$ cat config.mk
export PLATFORM = sky130hd
export DESIGN_NAME = lfk_range_reduce
export DESIGN_NICKNAME = d
export VERILOG_FILES = /design/src/hw/rtl/lfk_pkg.sv /design/src/hw/rtl/lfk_range_reduce.sv
export SDC_FILE = /design/constraint.sdc
export NUM_CORES = 2
export LEC_CHECK = 0
export BUFFER_PORTS_ARGS = -buffer_cell sky130_fd_sc_hd__buf_2
export CAP_MARGIN = 20
export CORE_MARGIN = 10
export CORE_UTILIZATION = 45
export CTS_CLUSTER_SIZE = 12
export DETAILED_ROUTE_END_ITERATION = 12
export GPL_ROUTABILITY_DRIVEN = 0
export PLACE_DENSITY_LB_ADDON = 0.2
export SLEW_MARGIN = 30
export SYNTH_ARGS = -nofsm -noshare
export SYNTH_HDL_FRONTEND = slang
export SYNTH_SLANG_ARGS = --single-unit
$ cat constraint.sdc
create_clock -name clk -period 26.2 [get_ports clk]
set_input_delay 3.93 -clock clk [delete_from_list [all_inputs] [get_ports clk]]
set_output_delay 3.93 -clock clk [all_outputs]
set_load 0.005 [all_outputs]
$ cat src/hw/rtl/lfk_pkg.sv
package lfk_pkg;

	// lanes: hip, thigh, thigh plus knee
	localparam int NUM_LANES  = 3;
	localparam int LANE_HIP   = 0;
	localparam int LANE_THIGH = 1;
	localparam int LANE_KNEE  = 2;

	localparam int ANG_IN_W   = 20;
	localparam int OUT_W      = 19;
	localparam int LEN_W      = 8;
	localparam int CFG_IDX_W  = 4;
	localparam int CFG_DATA_W = 8;

	localparam int CORDIC_STAGES_DEF = 16;
	localparam int OUT_FRAC_BITS_DEF = 8;

	// fixed-point formats
	localparam int Q_ANG  = 30;
	localparam int Q_R    = 20;
	localparam int ANG_W  = 38;
	localparam int RED_W  = 34;
	localparam int XY_W   = 33;
	localparam int CS_W   = 32;

	localparam longint PI_Q30          = 64'sd3373259798;
	localparam longint TWO_PI_Q30      = 64'sd6746519596;
	localparam longint HALF_PI_Q30     = 64'sd1686629899;
	localparam longint CORDIC_GAIN_Q30 = 64'sd652032874;

	// radians Q.16 to Q.30
	localparam int RAD_SHIFT = 14;

	// degrees Q.8 to radians Q.30: round(|a| * 71 * 2^20 / 1017)
	localparam int     DEG_MUL   = 71;
	localparam int     DEG_DIV   = 1017;
	localparam int     DEG_RND   = 508;
	localparam int     MAG_W     = 26;
	localparam int     QM_W      = 16;
	localparam int     REM_W     = 10;
	localparam int     Q2_W      = 20;
	localparam longint RECIP1    = 64'sd135141548;
	localparam int     RECIP1_W  = 28;
	localparam int     RECIP1_SH = 37;
	localparam longint RECIP2    = 64'sd1081132378;
	localparam int     RECIP2_W  = 31;
	localparam int     RECIP2_SH = 40;

	// turn estimate for the wrap into [-pi, pi)
	localparam int N_W        = ANG_W + 1;
	localparam int EST_SH     = 28;
	localparam int EST_RECIP  = 2608;
	localparam int EST_RSH    = 16;
	localparam int HI_W       = N_W - EST_SH;
	localparam int EP_W       = HI_W + 13;
	localparam int QE_W       = EP_W - EST_RSH;
	localparam int REM_RW     = 36;

	localparam logic [LEN_W-1:0] HIP_LEN_RST   = 8'd11;
	localparam logic [LEN_W-1:0] THIGH_LEN_RST = 8'd54;
	localparam logic [LEN_W-1:0] SHANK_LEN_RST = 8'd72;
	localparam logic             UNITS_RST     = 1'b0;

	typedef enum logic [CFG_IDX_W-1:0] {
		REG_HIP_LEN     = 4'd0,
		REG_THIGH_LEN   = 4'd1,
		REG_SHANK_LEN   = 4'd2,
		REG_ANGLE_UNITS = 4'd3
	} cfg_reg_t;

	typedef struct packed {
		logic signed [XY_W-1:0] z;
		logic                   neg;
	} red_t;

	typedef struct packed {
		logic signed [XY_W-1:0] c;
		logic signed [XY_W-1:0] s;
		logic                   neg;
	} sincos_t;

	function automatic logic signed [XY_W-1:0] atan_q30(input int idx);
		case (idx)
			0:       return XY_W'(843314856);
			1:       return XY_W'(497837829);
			2:       return XY_W'(263043836);
			3:       return XY_W'(133525158);
			4:       return XY_W'(67021686);
			5:       return XY_W'(33543515);
			6:       return XY_W'(16775850);
			7:       return XY_W'(8388437);
			8:       return XY_W'(4194282);
			9:       return XY_W'(2097149);
			10:      return XY_W'(1048575);
			11:      return XY_W'(524287);
			12:      return XY_W'(262143);
			13:      return XY_W'(131071);
			14:      return XY_W'(65535);
			15:      return XY_W'(32767);
			16:      return XY_W'(16383);
			17:      return XY_W'(8191);
			18:      return XY_W'(4095);
			19:      return XY_W'(2047);
			20:      return XY_W'(1023);
			21:      return XY_W'(511);
			22:      return XY_W'(255);
			23:      return XY_W'(127);
			default: return '0;
		endcase
	endfunction

endpackage

$ cat src/hw/rtl/lfk_range_reduce.sv
module lfk_range_reduce (
	input  logic clk,
	input  logic arst_n,
	input  logic in_valid,
	output logic in_ready,
	input  logic signed [lfk_pkg::ANG_W-1:0] rad [lfk_pkg::NUM_LANES],
	output logic out_valid,
	input  logic out_ready,
	output lfk_pkg::red_t red [lfk_pkg::NUM_LANES]
);

	localparam int NST = 5;
	localparam int L   = lfk_pkg::NUM_LANES;
	localparam int NW  = lfk_pkg::N_W;
	localparam int RW  = lfk_pkg::REM_RW;
	localparam int ZW  = lfk_pkg::RED_W;
	localparam int XW  = lfk_pkg::XY_W;

	logic [NST-1:0] valid_s;
	logic [NST-1:0] adv;

	logic signed [NW-1:0] n_s1 [L];
	logic signed [NW-1:0] n_s2 [L];
	logic signed [lfk_pkg::QE_W-1:0] qe_s2 [L];
	logic signed [RW-1:0] rem_s3 [L];
	logic signed [ZW-1:0] z_s4 [L];
	logic signed [XW-1:0] z_s5 [L];
	logic                 neg_s5 [L];

	logic signed [lfk_pkg::QE_W-1:0] qe_nxt [L];
	logic signed [RW-1:0] rem_nxt [L];
	logic signed [ZW-1:0] z_nxt   [L];
	logic signed [XW-1:0] zf_nxt  [L];
	logic                 neg_nxt [L];

	always_comb begin
		adv[NST-1] = !valid_s[NST-1] || out_ready;
		for (int i = NST - 2; i >= 0; i--) begin
			adv[i] = !valid_s[i] || adv[i+1];
		end
	end

	assign in_ready  = adv[0];
	assign out_valid = valid_s[NST-1];

	always_ff @(posedge clk or negedge arst_n) begin
		if (!arst_n) begin
			valid_s <= '0;
		end else begin
			for (int i = 0; i < NST; i++) begin
				if (adv[i]) begin
					valid_s[i] <= (i == 0) ? in_valid : valid_s[i-1];
				end
			end
		end
	end

	always_comb begin
		logic signed [lfk_pkg::HI_W-1:0] nh;
		logic signed [lfk_pkg::EP_W-1:0] ep;
		logic signed [NW-1:0] turns;
		logic signed [NW-1:0] remw;
		logic signed [RW-1:0] zw;
		for (int l = 0; l < L; l++) begin
			// estimate turns from the top bits; off by at most one
			nh         = n_s1[l][NW-1:lfk_pkg::EST_SH];
			ep         = lfk_pkg::EP_W'(nh) * lfk_pkg::EP_W'(lfk_pkg::EST_RECIP);
			qe_nxt[l]  = ep[lfk_pkg::EP_W-1:lfk_pkg::EST_RSH];

			turns      = NW'(qe_s2[l]) * NW'(lfk_pkg::TWO_PI_Q30);
			remw       = n_s2[l] - turns;
			rem_nxt[l] = RW'(remw);

			// correct the estimate and move back to [-pi, pi) in one add
			if (rem_s3[l] < 0) begin
				zw = rem_s3[l] + RW'(lfk_pkg::PI_Q30);
			end else if (rem_s3[l] >= RW'(lfk_pkg::TWO_PI_Q30)) begin
				zw = rem_s3[l] - RW'(lfk_pkg::PI_Q30) - RW'(lfk_pkg::TWO_PI_Q30);
			end else begin
				zw = rem_s3[l] - RW'(lfk_pkg::PI_Q30);
			end
			z_nxt[l] = ZW'(zw);

			// fold into the half circle the rotator converges on
			if (z_s4[l] > ZW'(lfk_pkg::HALF_PI_Q30)) begin
				zf_nxt[l]  = XW'(z_s4[l] - ZW'(lfk_pkg::PI_Q30));
				neg_nxt[l] = 1'b1;
			end else if (z_s4[l] < -ZW'(lfk_pkg::HALF_PI_Q30)) begin
				zf_nxt[l]  = XW'(z_s4[l] + ZW'(lfk_pkg::PI_Q30));
				neg_nxt[l] = 1'b1;
			end else begin
				zf_nxt[l]  = XW'(z_s4[l]);
				neg_nxt[l] = 1'b0;
			end
		end
	end

	always_ff @(posedge clk) begin
		for (int l = 0; l < L; l++) begin
			if (adv[0]) begin
				n_s1[l] <= NW'(rad[l]) + NW'(lfk_pkg::PI_Q30);
			end
			if (adv[1]) begin
				n_s2[l]  <= n_s1[l];
				qe_s2[l] <= qe_nxt[l];
			end
			if (adv[2]) begin
				rem_s3[l] <= rem_nxt[l];
			end
			if (adv[3]) begin
				z_s4[l] <= z_nxt[l];
			end
			if (adv[4]) begin
				z_s5[l]   <= zf_nxt[l];
				neg_s5[l] <= neg_nxt[l];
			end
		end
	end

	always_comb begin
		for (int l = 0; l < L; l++) begin
			red[l].z   = z_s5[l];
			red[l].neg = neg_s5[l];
		end
	end

endmodule

### Word-level counts from Yosys, hierarchy flattened

Memories as Yosys holds them, arrays and structs flattened.
Cells that the tools add are included.

* memory bits (writable): 570
* bits of input ports: 118
* output and inout port bits: 104
* register bits after elaboration: 5
* memories: 7

* $mul: 6
* add/sub/neg operators: 21
* order comparisons: 12
* reduce and logical (&&, ||, !) cells: 10
* muxes and demuxes: 28

Memories
* n_s1: words 3, width 39, read ports 3, clocked after memory_dff 0, write ports 3, line lfk_range_reduce.sv:22 `logic signed [NW-1:0] n_s1 [L];`
* n_s2: words 3, width 39, read ports 3, clocked after memory_dff 0, write ports 3, line lfk_range_reduce.sv:23 `logic signed [NW-1:0] n_s2 [L];`
* rem_s3: words 3, width 36, read ports 3, clocked after memory_dff 0, write ports 3, line lfk_range_reduce.sv:25 `logic signed [RW-1:0] rem_s3 [L];`
* z_s4: words 3, width 34, read ports 3, clocked after memory_dff 0, write ports 3, line lfk_range_reduce.sv:26 `logic signed [ZW-1:0] z_s4 [L];`
* z_s5: words 3, width 33, read ports 3, clocked after memory_dff 0, write ports 3, line lfk_range_reduce.sv:27 `logic signed [XW-1:0] z_s5 [L];`
* qe_s2: words 3, width 8, read ports 3, clocked after memory_dff 0, write ports 3, line lfk_range_reduce.sv:24 `logic signed [lfk_pkg::QE_W-1:0] qe_s2 [L];`
* +1 memories

Operator list (number)
* 34-bit two-way mux: 6
* 33-bit two-way mux: 6
* 38-bit by 33-bit adder with 39-bit output (second input constant): 3
* 36-bit by 34-bit greater-or-equal comparator with 1-bit output (second input constant): 3
* 36-bit by 1-bit < comparator with 1-bit output (second input constant): 3
* 36-bit subtractor: 3
* 34-bit by 33-bit adder with 34-bit output (second input constant): 3
* 34-bit by 32-bit greater-than comparator with 1-bit output (second input constant): 3
* 34-bit by 32-bit < comparator with 1-bit output (second input constant): 3
* 8-bit by 32-bit multiplier with 34-bit output (second input constant): 3
* 34-bit by 33-bit subtractor with 34-bit output (second input constant): 3
* 34-bit subtractor (second input constant): 3
* 33-bit adder (second input constant): 3
* 33-bit subtractor (second input constant): 3
* 11-bit by 9-bit multiplier with 20-bit output (second input constant): 3
* 1-bit two-way mux: 16
* 1-bit zero test: 5
* 1-bit logical OR: 5

### Logic depth before layout (Yosys ltp)

* depth in word-level cells: 8
* mapped depth: 29

### Worst setup path after synthesis

Ideal clock, no wire load.

* path type: input port to output port
* start: input out_ready
* end: output in_ready
* slack: 11767 ps
* required time: 22270 ps
* stages: 4
* data arrival time: 10503 ps
* path through: nor2b_1 > nand4_1 > inv_1 > nand2_1

* cells in the longest elaborated chain, start to end: 5

Ends and longest elaborated chain
* start, declared: line lfk_range_reduce.sv:8 `input logic out_ready,`
* 1-bit logical OR: line lfk_range_reduce.sv:37 `adv[NST-1] = !valid_s[NST-1] || out_ready;`
* 1-bit logical OR (3 in series): line lfk_range_reduce.sv:39 `adv[i] = !valid_s[i] || adv[i+1];`
* via adv[1]: line lfk_range_reduce.sv:20 `logic [NST-1:0] adv;`
* 1-bit logical OR: line lfk_range_reduce.sv:39
* end, declared: line lfk_range_reduce.sv:5 `output logic in_ready,`

The timed path passes the listed nets, and every way through them passes these cells.

### Final worst setup path

Same ends and word-level chain as after synthesis.

==> flow_metrics.py <==
metrics = {
    "run_status": {
        "outcome": "finished, final reports clean",
    },
    "place": {
        "placed_area_mm2": 0.05247,
        "hpwlAfterDp_um": 98740,
        "io_buffers": 221,
        "numPlacedInstances": 6741,
    },
    "min_path": {
        "hold_path.class": "flip-flop to flip-flop",
        "whs_path_depth": 0,
        "hold_end": "n_s2[0][18]",
        "hp-start": "n_s1[0][18]",
    },
    "clock_network": {
        "cts_buffer_depth": 3,
        "clk_pin_slew_ps": 50,
        "hold_buffers": 0,
        "cts_resized": 0,
        "cts_buffers": 71,
        "cts_post_setup_buffers_inserted": 0,
        "clk_latency_ps": 650,
        "cts_tree": "built",
        "root_buffer": "clkbuf_16",
        "htree_levels": 3,
        "clock_sinks": 566,
    },
    "logic_synthesis": {
        "synth_area_leader_cell": "edfxtp_1",
        "synth_cell_type_count": 99,
        "syn-num-nets": 6031,
        "yosysWarningCount": 0,
        "ys_ff_latch": 566,
        "synth.top_cell.area_share_pct": 33.66,
        "async_reset_ff_share_pct": 0.8834,
        "syn_area_per_cell_um2": 9.627,
        "synth_edf_count": 561,
        "seq_area_frac_synth_pct": 33.91,
        "synth_ff_type": "edfxtp_1",
        "syn_inst": 5198,
        "syn-cell-area_mm2": 0.05004,
        "synthTopCellsByArea": "edfxtp_1 34%, ha_1 14%, fa_1 6.8%",
    },
    "sta": {
        "setup_tns_ps": 0,
        "period_share_pct": 38.09,
        "hold_viol_final": 0,
        "worst_hold_slack_ps": 414.2,
        "min_period_ps": 9979,
        "maxSlewViolCount": 0,
        "clock.fmax_mhz": 100.2,
        "finClkSkew_ps": 27.13,
        "setup_viol": 0,
        "tightest_slew_ps": 959.0,
        "relSlewSlack_pct": 35.23,
        "rsz0062_at_grt": "false",
    },
    "drt": {
        "drc": 0,
        "viasPerCell": 5.565,
        "vias": 38220,
        "routed_wl_um": 122700,
        "drt_pass1_iterations": 5,
        "wl_per_cell_um": 17.87,
        "ant_nets": 0,
        "drt-initial-drc-count": 2803,
    },
    "critical_path": {
        "cp_top_family": "simple AND/OR/NAND/NOR gates",
        "path_class": "primary input to primary output",
        "r2r_setup_slack_ps": 18410,
        "critPathLaunchType": "primary input",
        "r2r_end": "rem_s3[0][107]",
        "cp_max_fo": 11,
        "startpoint": "out_ready",
        "r2r_cells": 24,
        "crit_arrival_ps": 6050,
        "cp_cell_sequence": "buf_2, nor2b_1, nand4_1, inv_1, nand2_4, buf_2",
        "path_common_cell": "buf_2",
        "crit_path_top_delay_cell": "nand4_1",
        "worst-path-buf-inv": 3,
        "end_kind": "primary output",
        "max_stage_delay_ps": 780,
        "reg2reg_from": "qe_s2[0][16]",
        "required_ps": 22270,
    },
    "die": {
        "die-width_um": 353.5,
        "core_region_area_mm2": 0.1105,
        "io_pins": 222,
        "die_h_um": 353.5,
        "die_area_mm2": 0.1249,
        "num_rows": 122,
        "start_util_pct": 45.28,
    },
    "grt": {
        "grt_max_degree": 78,
        "antenna_found_initial": 7,
        "grt_pass1_wl_um": 198800,
        "grt.overflow.total": 0,
        "grt_pass1_vias": 36360,
        "grt.total_usage_pct": 19.27,
    },
    "finish": {
        "finalInstanceArea_mm2": 0.05478,
        "num_antenna_cells": 0,
        "area_delta_synth_final_pct": 9.469,
        "num-nets-final": 6159,
        "layout-drive-gt1-share_pct": 8.180,
        "final_cells": 6867,
    },
    "run": {
        "drv_cap": 0,
    },
}
-- through the flow --
stage | worst slack, ps | utilization (%)
finish | 16220 | 49.57
global route | 16010 | 49.57
CTS | 16110 | 49.57
detailed placement | 16110 | 47.48
global placement | 16110 | 47.48
floorplan | 11770 | -
-- cells in the mapped netlist (58+ instances only) --
cell      instances
a211oi_1         58
a21o_1           89
a21oi_1         271
a31oi_1          71
clkbuf_1        167
edfxtp_1        561
fa_1            171
ha_1            544
inv_1           551
nand2_1         343
nand2b_1         75
nand3_1         114
nand4_1          64
nor2_1          334
nor3_1          119
o21a_1           59
o21ai_0         252
or3_1            58
xnor2_1         349
xor2_1          204
-- how the worst max path moves through the flow --
stage                          end  slack, ps  cells past startpoint
after floorplan           in_ready      11770                      4
after global placement    in_ready      16110                      6
after detailed placement  in_ready      16110                      6
after CTS                 in_ready      16110                      6
after global routing      in_ready      16010                      6
final                     in_ready      16220                      6
-- layout by cell type (no fill, tap or decap), types with 42 or more instances in the layout --
cell type  synthesis  routed
fa_1             171     171
nand2_1          343     341
o21ai_0          252     252
o31ai_1           42      42
xor2_1           204     204
xnor2_1          349     349
a21oi_1          271     271
or2_2             42      42
a31oi_1           71      71
inv_1            551     550
o21a_1            59      59
nor2_1           334     334
o211ai_1          44      44
nand4_1           64      64
buf_2              6     221
clkbuf_16          0      72
a21o_1            89      89
or3_1             58      58
ha_1             544     544
nor3_1           119     119
a211oi_1          58      58
edfxtp_1         561     561
nand2b_1          75      75
and3_1            43      43
nand3_1          114     113
-- registers in the layout (all words and copies together) (netlist names) --
signal and cells:
n_s1 117, n_s2 108, neg_s5 3, qe_s2 24, rem_s3 108, valid_s 5, z_s4 102, z_s5 99
-- cell families after synthesis --
group                    count (synthesis)  synth area share, %
buffers and inverters                  737                5.576
multiplexers                            22               0.4550
AO/OA/AOI/OAI                         1211                16.01
AND/OR/NAND/NOR                       1390                13.84
XOR/XNOR                               553                9.679
flip-flops                             566                33.91
adder cells (fa/ha/maj)                719                20.52
-- area by class of cell --
cell class / instances / area [um^2]
Inverter: 552 / 2074
Clock inverter: 37 / 434.2
Timing Repair Buffer: 240 / 1249
Multi-Input combinational cell: 3895 / 30310
Clock buffer: 89 / 1876
Sequential cell: 566 / 16970
Fill cell: 10380 / 55740
Tap cell: 1488 / 1862
-- layer usage --
| metal | wire length [um] | GRT usage [%] |
|---|---|---|
| met5 | 58 | 0 |
| met1 | 60080 | 28.38 |
| met3 | 7292 | 2.914 |
| met2 | 52670 | 29.28 |
| met4 | 2596 | 5.015 |
Power is left out: the tool's default activity adds up to more than one toggle a clock period on the data nets, which glitch-free logic cannot reach.
