**src/hw/rtl/lfk_pkg.sv**
```systemverilog
package lfk_pkg;

	// lanes: hip, thigh, thigh plus knee
	localparam int NUM_LANES  = 3;
	localparam int LANE_HIP   = 0;
	localparam int LANE_THIGH = 1;
	localparam int LANE_KNEE  = 2;

	localparam int ANG_IN_W   = 20;
	localparam int OUT_W      = 19;
	localparam int LEN_W      = 8;
	localparam int CFG_IDX_W  = 4;
	localparam int CFG_DATA_W = 8;

	localparam int CORDIC_STAGES_DEF = 16;
	localparam int OUT_FRAC_BITS_DEF = 8;

	// fixed-point formats
	localparam int Q_ANG  = 30;
	localparam int Q_R    = 20;
	localparam int ANG_W  = 38;
	localparam int RED_W  = 34;
	localparam int XY_W   = 33;
	localparam int CS_W   = 32;

	localparam longint PI_Q30          = 64'sd3373259798;
	localparam longint TWO_PI_Q30      = 64'sd6746519596;
	localparam longint HALF_PI_Q30     = 64'sd1686629899;
	localparam longint CORDIC_GAIN_Q30 = 64'sd652032874;

	// radians Q.16 to Q.30
	localparam int RAD_SHIFT = 14;

	// degrees Q.8 to radians Q.30: round(|a| * 71 * 2^20 / 1017)
	localparam int     DEG_MUL   = 71;
	localparam int     DEG_DIV   = 1017;
	localparam int     DEG_RND   = 508;
	localparam int     MAG_W     = 26;
	localparam int     QM_W      = 16;
	localparam int     REM_W     = 10;
	localparam int     Q2_W      = 20;
	localparam longint RECIP1    = 64'sd135141548;
	localparam int     RECIP1_W  = 28;
	localparam int     RECIP1_SH = 37;
	localparam longint RECIP2    = 64'sd1081132378;
	localparam int     RECIP2_W  = 31;
	localparam int     RECIP2_SH = 40;

	// turn estimate for the wrap into [-pi, pi)
	localparam int N_W        = ANG_W + 1;
	localparam int EST_SH     = 28;
	localparam int EST_RECIP  = 2608;
	localparam int EST_RSH    = 16;
	localparam int HI_W       = N_W - EST_SH;
	localparam int EP_W       = HI_W + 13;
	localparam int QE_W       = EP_W - EST_RSH;
	localparam int REM_RW     = 36;

	localparam logic [LEN_W-1:0] HIP_LEN_RST   = 8'd11;
	localparam logic [LEN_W-1:0] THIGH_LEN_RST = 8'd54;
	localparam logic [LEN_W-1:0] SHANK_LEN_RST = 8'd72;
	localparam logic             UNITS_RST     = 1'b0;

	typedef enum logic [CFG_IDX_W-1:0] {
		REG_HIP_LEN     = 4'd0,
		REG_THIGH_LEN   = 4'd1,
		REG_SHANK_LEN   = 4'd2,
		REG_ANGLE_UNITS = 4'd3
	} cfg_reg_t;

	typedef struct packed {
		logic signed [XY_W-1:0] z;
		logic                   neg;
	} red_t;

	typedef struct packed {
		logic signed [XY_W-1:0] c;
		logic signed [XY_W-1:0] s;
		logic                   neg;
	} sincos_t;

	function automatic logic signed [XY_W-1:0] atan_q30(input int idx);
		case (idx)
			0:       return XY_W'(843314856);
			1:       return XY_W'(497837829);
			2:       return XY_W'(263043836);
			3:       return XY_W'(133525158);
			4:       return XY_W'(67021686);
			5:       return XY_W'(33543515);
			6:       return XY_W'(16775850);
			7:       return XY_W'(8388437);
			8:       return XY_W'(4194282);
			9:       return XY_W'(2097149);
			10:      return XY_W'(1048575);
			11:      return XY_W'(524287);
			12:      return XY_W'(262143);
			13:      return XY_W'(131071);
			14:      return XY_W'(65535);
			15:      return XY_W'(32767);
			16:      return XY_W'(16383);
			17:      return XY_W'(8191);
			18:      return XY_W'(4095);
			19:      return XY_W'(2047);
			20:      return XY_W'(1023);
			21:      return XY_W'(511);
			22:      return XY_W'(255);
			23:      return XY_W'(127);
			default: return '0;
		endcase
	endfunction

endpackage

```
**src/hw/rtl/lfk_angle_conv.sv**
```systemverilog
module lfk_angle_conv (
	input  logic clk,
	input  logic arst_n,
	input  logic units,
	input  logic in_valid,
	output logic in_ready,
	input  logic signed [lfk_pkg::ANG_IN_W-1:0] ang [lfk_pkg::NUM_LANES],
	output logic out_valid,
	input  logic out_ready,
	output logic signed [lfk_pkg::ANG_W-1:0] rad [lfk_pkg::NUM_LANES]
);

	localparam int NST   = 5;
	localparam int L     = lfk_pkg::NUM_LANES;
	localparam int IW    = lfk_pkg::ANG_IN_W;
	localparam int MW    = lfk_pkg::MAG_W;
	localparam int P1_W  = MW + lfk_pkg::RECIP1_W;
	localparam int X2_W  = lfk_pkg::REM_W + lfk_pkg::Q2_W;
	localparam int P2_W  = X2_W + lfk_pkg::RECIP2_W;
	localparam int DM_W  = lfk_pkg::QM_W + lfk_pkg::Q2_W;
	localparam int AW    = lfk_pkg::ANG_W;

	logic [NST-1:0] valid_s;
	logic [NST-1:0] adv;

	logic              sign_s1 [L];
	logic [MW-1:0]     m_s1    [L];
	logic signed [IW-1:0] raw_s1 [L];

	logic              sign_s2 [L];
	logic [MW-1:0]     m_s2    [L];
	logic [lfk_pkg::QM_W-1:0] qm_s2 [L];
	logic signed [IW-1:0] raw_s2 [L];

	logic              sign_s3 [L];
	logic [lfk_pkg::REM_W-1:0] rm_s3 [L];
	logic [lfk_pkg::QM_W-1:0]  qm_s3 [L];
	logic signed [IW-1:0] raw_s3 [L];

	logic              sign_s4 [L];
	logic [lfk_pkg::Q2_W-1:0] q2_s4 [L];
	logic [lfk_pkg::QM_W-1:0] qm_s4 [L];
	logic signed [IW-1:0] raw_s4 [L];

	logic signed [AW-1:0] rad_s5 [L];

	logic [MW-1:0]           m_nxt   [L];
	logic [lfk_pkg::QM_W-1:0] qm_nxt [L];
	logic [lfk_pkg::REM_W-1:0] rm_nxt [L];
	logic [lfk_pkg::Q2_W-1:0] q2_nxt [L];
	logic signed [AW-1:0]    sel     [L];

	always_comb begin
		adv[NST-1] = !valid_s[NST-1] || out_ready;
		for (int i = NST - 2; i >= 0; i--) begin
			adv[i] = !valid_s[i] || adv[i+1];
		end
	end

	assign in_ready  = adv[0];
	assign out_valid = valid_s[NST-1];

	always_ff @(posedge clk or negedge arst_n) begin
		if (!arst_n) begin
			valid_s <= '0;
		end else begin
			for (int i = 0; i < NST; i++) begin
				if (adv[i]) begin
					valid_s[i] <= (i == 0) ? in_valid : valid_s[i-1];
				end
			end
		end
	end

	always_comb begin
		logic [IW-1:0]     absv;
		logic [P1_W-1:0]   p1;
		logic [MW-1:0]     back;
		logic [X2_W-1:0]   x2;
		logic [P2_W-1:0]   p2;
		logic [DM_W-1:0]   mag;
		logic signed [AW-1:0] degv;
		logic signed [AW-1:0] radv;
		for (int l = 0; l < L; l++) begin
			absv      = ang[l][IW-1] ? (~ang[l] + 1'b1) : ang[l];
			m_nxt[l]  = MW'({{(MW-IW){1'b0}}, absv} * MW'(lfk_pkg::DEG_MUL));

			p1        = {{(P1_W-MW){1'b0}}, m_s1[l]} * P1_W'(lfk_pkg::RECIP1);
			qm_nxt[l] = p1[lfk_pkg::RECIP1_SH +: lfk_pkg::QM_W];

			back      = MW'({{(MW-lfk_pkg::QM_W){1'b0}}, qm_s2[l]} * MW'(lfk_pkg::DEG_DIV));
			rm_nxt[l] = lfk_pkg::REM_W'(m_s2[l] - back);

			x2        = {rm_s3[l], {lfk_pkg::Q2_W{1'b0}}} + X2_W'(lfk_pkg::DEG_RND);
			p2        = {{(P2_W-X2_W){1'b0}}, x2} * P2_W'(lfk_pkg::RECIP2);
			q2_nxt[l] = p2[lfk_pkg::RECIP2_SH +: lfk_pkg::Q2_W];

			mag       = {qm_s4[l], q2_s4[l]};
			degv      = sign_s4[l] ? -AW'(mag) : AW'(mag);
			radv      = AW'(raw_s4[l]) <<< lfk_pkg::RAD_SHIFT;
			sel[l]    = units ? radv : degv;
		end
	end

	always_ff @(posedge clk) begin
		for (int l = 0; l < L; l++) begin
			if (adv[0]) begin
				sign_s1[l] <= ang[l][IW-1];
				m_s1[l]    <= m_nxt[l];
				raw_s1[l]  <= ang[l];
			end
			if (adv[1]) begin
				sign_s2[l] <= sign_s1[l];
				m_s2[l]    <= m_s1[l];
				qm_s2[l]   <= qm_nxt[l];
				raw_s2[l]  <= raw_s1[l];
			end
			if (adv[2]) begin
				sign_s3[l] <= sign_s2[l];
				rm_s3[l]   <= rm_nxt[l];
				qm_s3[l]   <= qm_s2[l];
				raw_s3[l]  <= raw_s2[l];
			end
			if (adv[3]) begin
				sign_s4[l] <= sign_s3[l];
				q2_s4[l]   <= q2_nxt[l];
				qm_s4[l]   <= qm_s3[l];
				raw_s4[l]  <= raw_s3[l];
			end
		end
		if (adv[4]) begin
			rad_s5[lfk_pkg::LANE_HIP]   <= sel[lfk_pkg::LANE_HIP];
			rad_s5[lfk_pkg::LANE_THIGH] <= sel[lfk_pkg::LANE_THIGH];
			// third lane carries the knee angle summed onto the thigh
			rad_s5[lfk_pkg::LANE_KNEE]  <= sel[lfk_pkg::LANE_THIGH] + sel[lfk_pkg::LANE_KNEE];
		end
	end

	assign rad = rad_s5;

endmodule

```
**config.mk**
```make
export PLATFORM = sky130hd
export DESIGN_NAME = lfk_angle_conv
export DESIGN_NICKNAME = d
export VERILOG_FILES = /design/src/hw/rtl/lfk_pkg.sv /design/src/hw/rtl/lfk_angle_conv.sv
export SDC_FILE = /design/constraint.sdc
export NUM_CORES = 2
export LEC_CHECK = 0
export BUFFER_PORTS_ARGS = -buffer_cell sky130_fd_sc_hd__buf_4
export CORE_UTILIZATION = 38
export DETAILED_ROUTE_END_ITERATION = 10
export GPL_TIMING_DRIVEN = 0
export HOLD_SLACK_MARGIN = 0.06
export PLACE_DENSITY = 0.59
export SYNTH_ARGS = -nofsm -noshare
export SYNTH_HDL_FRONTEND = slang
export SYNTH_SLANG_ARGS = --single-unit
export TNS_END_PERCENT = 20
```
**constraint.sdc**
```tcl
create_clock -name clk -period 17 [get_ports clk]
set_input_delay 0.85 -clock clk [delete_from_list [all_inputs] [get_ports clk]]
set_output_delay 0.85 -clock clk [all_outputs]
set_load 0.05 [all_outputs]
```
## Yosys cells after proc, flatten, opt, wreduce, memory -nomap -nowiden

Memory sizes are Yosys's and may differ from the RTL's.
Cells that the tools add are included.

| cells by class | value |
|---|---|
| bitwise operators | 3 |
| multipliers | 12 |
| $add $sub $neg | 13 |
| reductions and logical operators | 10 |
| multiplexer cells | 17 |

Operator list:

| cell | count |
|---|---|
| $mux W38 | 6 |
| $mul A30 B30 Y59 const B | 3 |
| $mul A26 B26 Y51 const B | 3 |
| $neg A36 Y38 | 3 |
| $add A30 B9 Y30 const B | 3 |
| $mul A20 B7 Y26 const B | 3 |
| $add A20 B1 Y20 const B | 3 |
| $mux W20 | 3 |
| $not A20 Y20 | 3 |
| $mul A16 B10 Y10 const B | 3 |
| $add A38 B38 Y38 | 1 |
| $sub A10 B10 Y10 | 3 |
| $mux W1 | 8 |
| $logic_not A1 Y1 | 5 |
| $logic_or A1 B1 Y1 | 5 |

| word-level totals | value |
|---|---|
| input port bits | 65 |
| output and inout bits | 116 |
| flip-flop bits (word level) | 119 |
| memories | 15 |
| word-level logic and storage cells | 79 |
| memory bits (writable) | 642 |

Memories:

| memory | depth | width | read ports | clocked after memory_dff | write ports | line | text |
|---|---|---|---|---|---|---|---|
| m_s1 | 3 | 26 | 3 | 0 | 3 | lfk_angle_conv.sv:27 | `logic [MW-1:0] m_s1 [L];` |
| m_s2 | 3 | 26 | 3 | 0 | 3 | lfk_angle_conv.sv:31 | `logic [MW-1:0] m_s2 [L];` |
| q2_s4 | 3 | 20 | 3 | 0 | 3 | lfk_angle_conv.sv:41 | `logic [lfk_pkg::Q2_W-1:0] q2_s4 [L];` |
| raw_s1 | 3 | 20 | 3 | 0 | 3 | lfk_angle_conv.sv:28 | `logic signed [IW-1:0] raw_s1 [L];` |
| raw_s2 | 3 | 20 | 3 | 0 | 3 | lfk_angle_conv.sv:33 | `logic signed [IW-1:0] raw_s2 [L];` |
| raw_s3 | 3 | 20 | 3 | 0 | 3 | lfk_angle_conv.sv:38 | `logic signed [IW-1:0] raw_s3 [L];` |
| +9 memories | - | - | - | - | - | - |  |

## Logic depth before layout (Yosys ltp)

| depth | value |
|---|---|
| depth in word-level cells | 8 |
| mapped depth | 26 |

## Least setup slack after synthesis

Ideal clock, no wire load.

| timing | value |
|---|---|
| path type | input port to flip-flop |
| start point | in out_ready |
| end point | mem m_s1[0][0] in the netlist's numbering (enable) |
| required time | 15.735 ns |
| library setup time | 1.265 ns |
| slack | 7.700 ns |
| stages on the path | 4 |
| buffers on the path | 0 |
| arrival time | 8.035 ns |
| cell sequence | nor2b_1 > nand4_1 > inv_1 > nand2_1 |

RTL lines:

| what | line | text |
|---|---|---|
| from (decl) | lfk_angle_conv.sv:9 | `input logic out_ready,` |
| to (decl) | lfk_angle_conv.sv:27 |  |

==> impl_results.md <==
* Slew @ Worst Pin at around 1.5 ns
* F_max at around 130 MHz
* Final Setup Violations at 0
* All-Layer GR Usage at 19.5%
* Post-Synthesis Cells at around 6.9k
* MaxCap Viol Count at 1
* Synth warn at 0
* Nets at 9721
* Final GP Congestion at ~0.99
* Final setup TNS at 0 ns
* Peak fanout along the critical path at 6
* Syn Nets at 9437
* Grt total ovfl at 0
* Rel. slew slack at -0.314%
* Die area at 204000 um^2
* Sink Count at 695
* DRC viols at 0
* Layout Skew at 0.0769 ns
* Kind of critical path: reg2reg
* Worst min-delay path startpoint: ang[59]
* Failing checks: max-capacitance violations, max-slew violations
* Final period utilization at ~45%
* Synth Cell Area at 77000 um^2
* CTS Root Cell: clkbuf_16
* Syn avg cell area at 11.1 um^2
* #FFs+latches synth at 695
* Largest net degree at the start of global routing at roughly 70
* CP startpoint: m_s1[0][10]$_DFFE_PP_
* Worst r2r src: m_s1[0][10]$_DFFE_PP_
* Row Count at 164
* Antenna viol nets, final at 0
* CP dominant cell by count: fa_1
* First-pass detailed-route iteration total at 5
* Vias in the first global route at 51.8k
* Worst path max stage delay at ~0.60 ns
* Max clock buf depth at 3
* Most frequent cells in the layout: inv_1, ha_1, fa_1
* CP max stage cell: edfxtp_1
* RSZ-0062 raised after global routing: false
* Starting density of the core at approximately two fifths
* Type of element capturing the critical path: flop
* Average routed wire per standard cell at 19.5 um
* Most common cell after layout, fill and taps aside: inv_1
* CTS tree: done
* HP Class: in2reg
* Post-synth EDFFs at 690
* H-tree depth at 3
* Postcts setup bufs at 0
* Yosys cell types at 80
* Worst setup SP type: flop
* Top_reg_cell synth: edfxtp_1
* I/O pins at 181
* Drt first-iter violations at 2521
* Final Hold Viols at 0
* Worst path required time at approximately 17 ns
* FFs w/ async S/R, synth at 0.719%
* Reg-to-reg slack, setup at 9.35 ns
* Critical path, cell by cell: ha_1 -> ha_1 -> inv_1 -> fa_1 -> inv_1 -> fa_1 -> fa_1 -> fa_1 -> inv_1 -> fa_1 -> inv_1 -> ha_1 -> a211o_1 -> a31o_2 -> o21ai_0 -> a41oi_1 -> a21oi_1 -> o21ai_0 -> a31oi_1 -> a21oi_1 -> and3_1 -> o21ai_0 -> xnor2_1
* Core area at 200000 um^2
* Die width at between 400 and 500 um
* CTS Buf Count at 83
* Initial antenna violation count at 13
* Sequential-to-total area share from yosys stat at 27.1%
* Status: complete, but fails checks
* Clock Pin Slew Worst Setup and Hold Paths at 0.06 ns
* Post-DP HPWL at between 150000 and 200000 um
* Clock latency on the worst-skew pair at 0.72 ns
* Max Slew Vio Count at 1
* Share of layout cells above drive strength 1 at 5.26%
* PortBufs at 180
* Period minus WS final at 7.65 ns
* Vias per cell at 4.90
* Die Height at 452 um
* Vias at 48.8k
* First-pass GRT wire length at 302000 um
* Critical path arrival at 8.03 ns
* Layout area overhead at 10.4%
* Final WL at ~190000 um
==> per-layer routing <==
metal	wire, um	vias up	track usage (%)
li1	-	23600	-
met1	83600	24100	24.6
met2	93000	879	33.1
met4	10400	14	9.22
met3	7730	254	2.37
met5	92	-	0
==> worst paths after layout <==
check,endpoint,cells past startpoint
setup reg to reg,qm_s2[0][14]$_DFFE_PP_,23
setup / recovery,qm_s2[0][14]$_DFFE_PP_,23
hold reg to reg,qm_s3[0][15]$_DFFE_PP_,0
hold / removal,sign_s1[0][0]$_DFFE_PP_,1
max in group asynchronous,valid_s[3]$_DFFE_PN0P_,2
min in group asynchronous,valid_s[4]$_DFFE_PN0P_,2
==> registers in the layout, indices dropped and copies added, names as in the netlist, 30 cells and up <==
signal,flops
q2_s4,60
rad,114
raw_s2,59
qm_s3,48
raw_s4,60
raw_s3,57
qm_s2,48
raw_s1,55
m_s1,78
qm_s4,48
rm_s3,30
==> cells in the mapped netlist (4+ instances only) <==
master        n  share of area [%]
inv_1      1777                8.7
ha_1       1593                 26
fa_1        834                 22
edfxtp_1    690                 27
nand2_1     235                1.1
xnor2_1     229                2.6
a21oi_1     212                1.4
o21ai_0     200                1.3
nor2_1      178               0.87
xor2_1      162                1.8
a21o_1      138                1.3
nand3_1      61               0.40
nor3_1       59               0.38
o31ai_1      44               0.43
clkbuf_1     43               0.21
nand2b_1     43               0.35
o21bai_1     36               0.35
o21a_1       35               0.34
nor2b_1      34               0.28
nand4_1      28               0.23
o41ai_1      27               0.31
or3_1        23               0.19
or4_1        21               0.20
and3_1       17               0.14
a211oi_1     15               0.15
a31oi_1      15               0.12
o211ai_1     14               0.14
a2111oi_0    12               0.14
nor4_1       12              0.098
or2_2        12              0.098
o31a_1       11               0.13
a21boi_0     10              0.098
and2_1       10              0.081
a211o_1       8              0.091
a31o_2        8              0.091
o2111ai_1     7              0.080
a221oi_1      6              0.068
a41oi_1       5              0.057
and4_1        5              0.057
dfrtp_1       5               0.16
mux2i_1       5              0.065
mux2_2        4              0.059
o21ai_1       4              0.026
o311ai_0      4              0.046
==> timing repair <==
item	4_1_cts	5_1_grt
gates resized for setup	0	0
hold endpoints to repair	5	0
hold buffers	1	0
==> kinds of logic (layout without fill, tap and decap cells) <==
| kind of cell | Yosys count | count (layout) | synth area share [%] |
|---|---|---|---|
| multiplexers | 9 | 9 | 0.124 |
| AND/OR/NAND/NOR | 755 | 755 | 4.73 |
| flip-flops | 695 | 695 | 27.1 |
| AO/OA/AOI/OAI | 844 | 844 | 7.11 |
| buffers and inverters | 1823 | 2176 | 8.89 |
| XOR/XNOR | 392 | 392 | 4.47 |
| other | 0 | 8 | 0 |
| adder cells (fa/ha/maj) | 2427 | 2427 | 47.6 |
==> metrics by stage <==
step / cell area [um^2] / hold slack (ns) / setup slack (ns) / cells / utilization, %
finish: 85000 / 0.326 / 9.35 / 9962 / 42.4
global route: 85000 / 0.285 / 9.00 / 9958 / 42.4
CTS: 85000 / 0.260 / 9.25 / 9954 / 42.4
detailed placement: 82000 / 0.405 / 9.27 / 9799 / 40.9
global placement: 81600 / 0.400 / 2.80 / 9781 / 40.7
floorplan: 77000 / 0.400 / 7.70 / 6945 / -
==> critical path, delay by kind of cell, from the launching register on <==
kind                     cells  cell delay, ns
AO/OA/AOI/OAI                9            2.54
flip-flops                   1            0.60
XOR/XNOR                     1            0.13
buffers and inverters        4            0.24
adder cells (fa/ha/maj)      8            3.51
AND/OR/NAND/NOR              1            0.25
==> final cells by class <==
cell class | instances | area (um^2)
diodes | 8 | 20.0
plain buffers | 45 | 169
clock buffers | 93 | 2130
clock inverters | 61 | 788
fillers | 19000 | 116000
inverters | 1778 | 6680
multi-input cells | 4427 | 49300
flip-flops and latches | 695 | 20800
well taps | 2656 | 3320
repair buffers | 199 | 1710
Power is not shown: default switching activity piles up to over one toggle a cycle in this logic, so the estimate is an artifact.
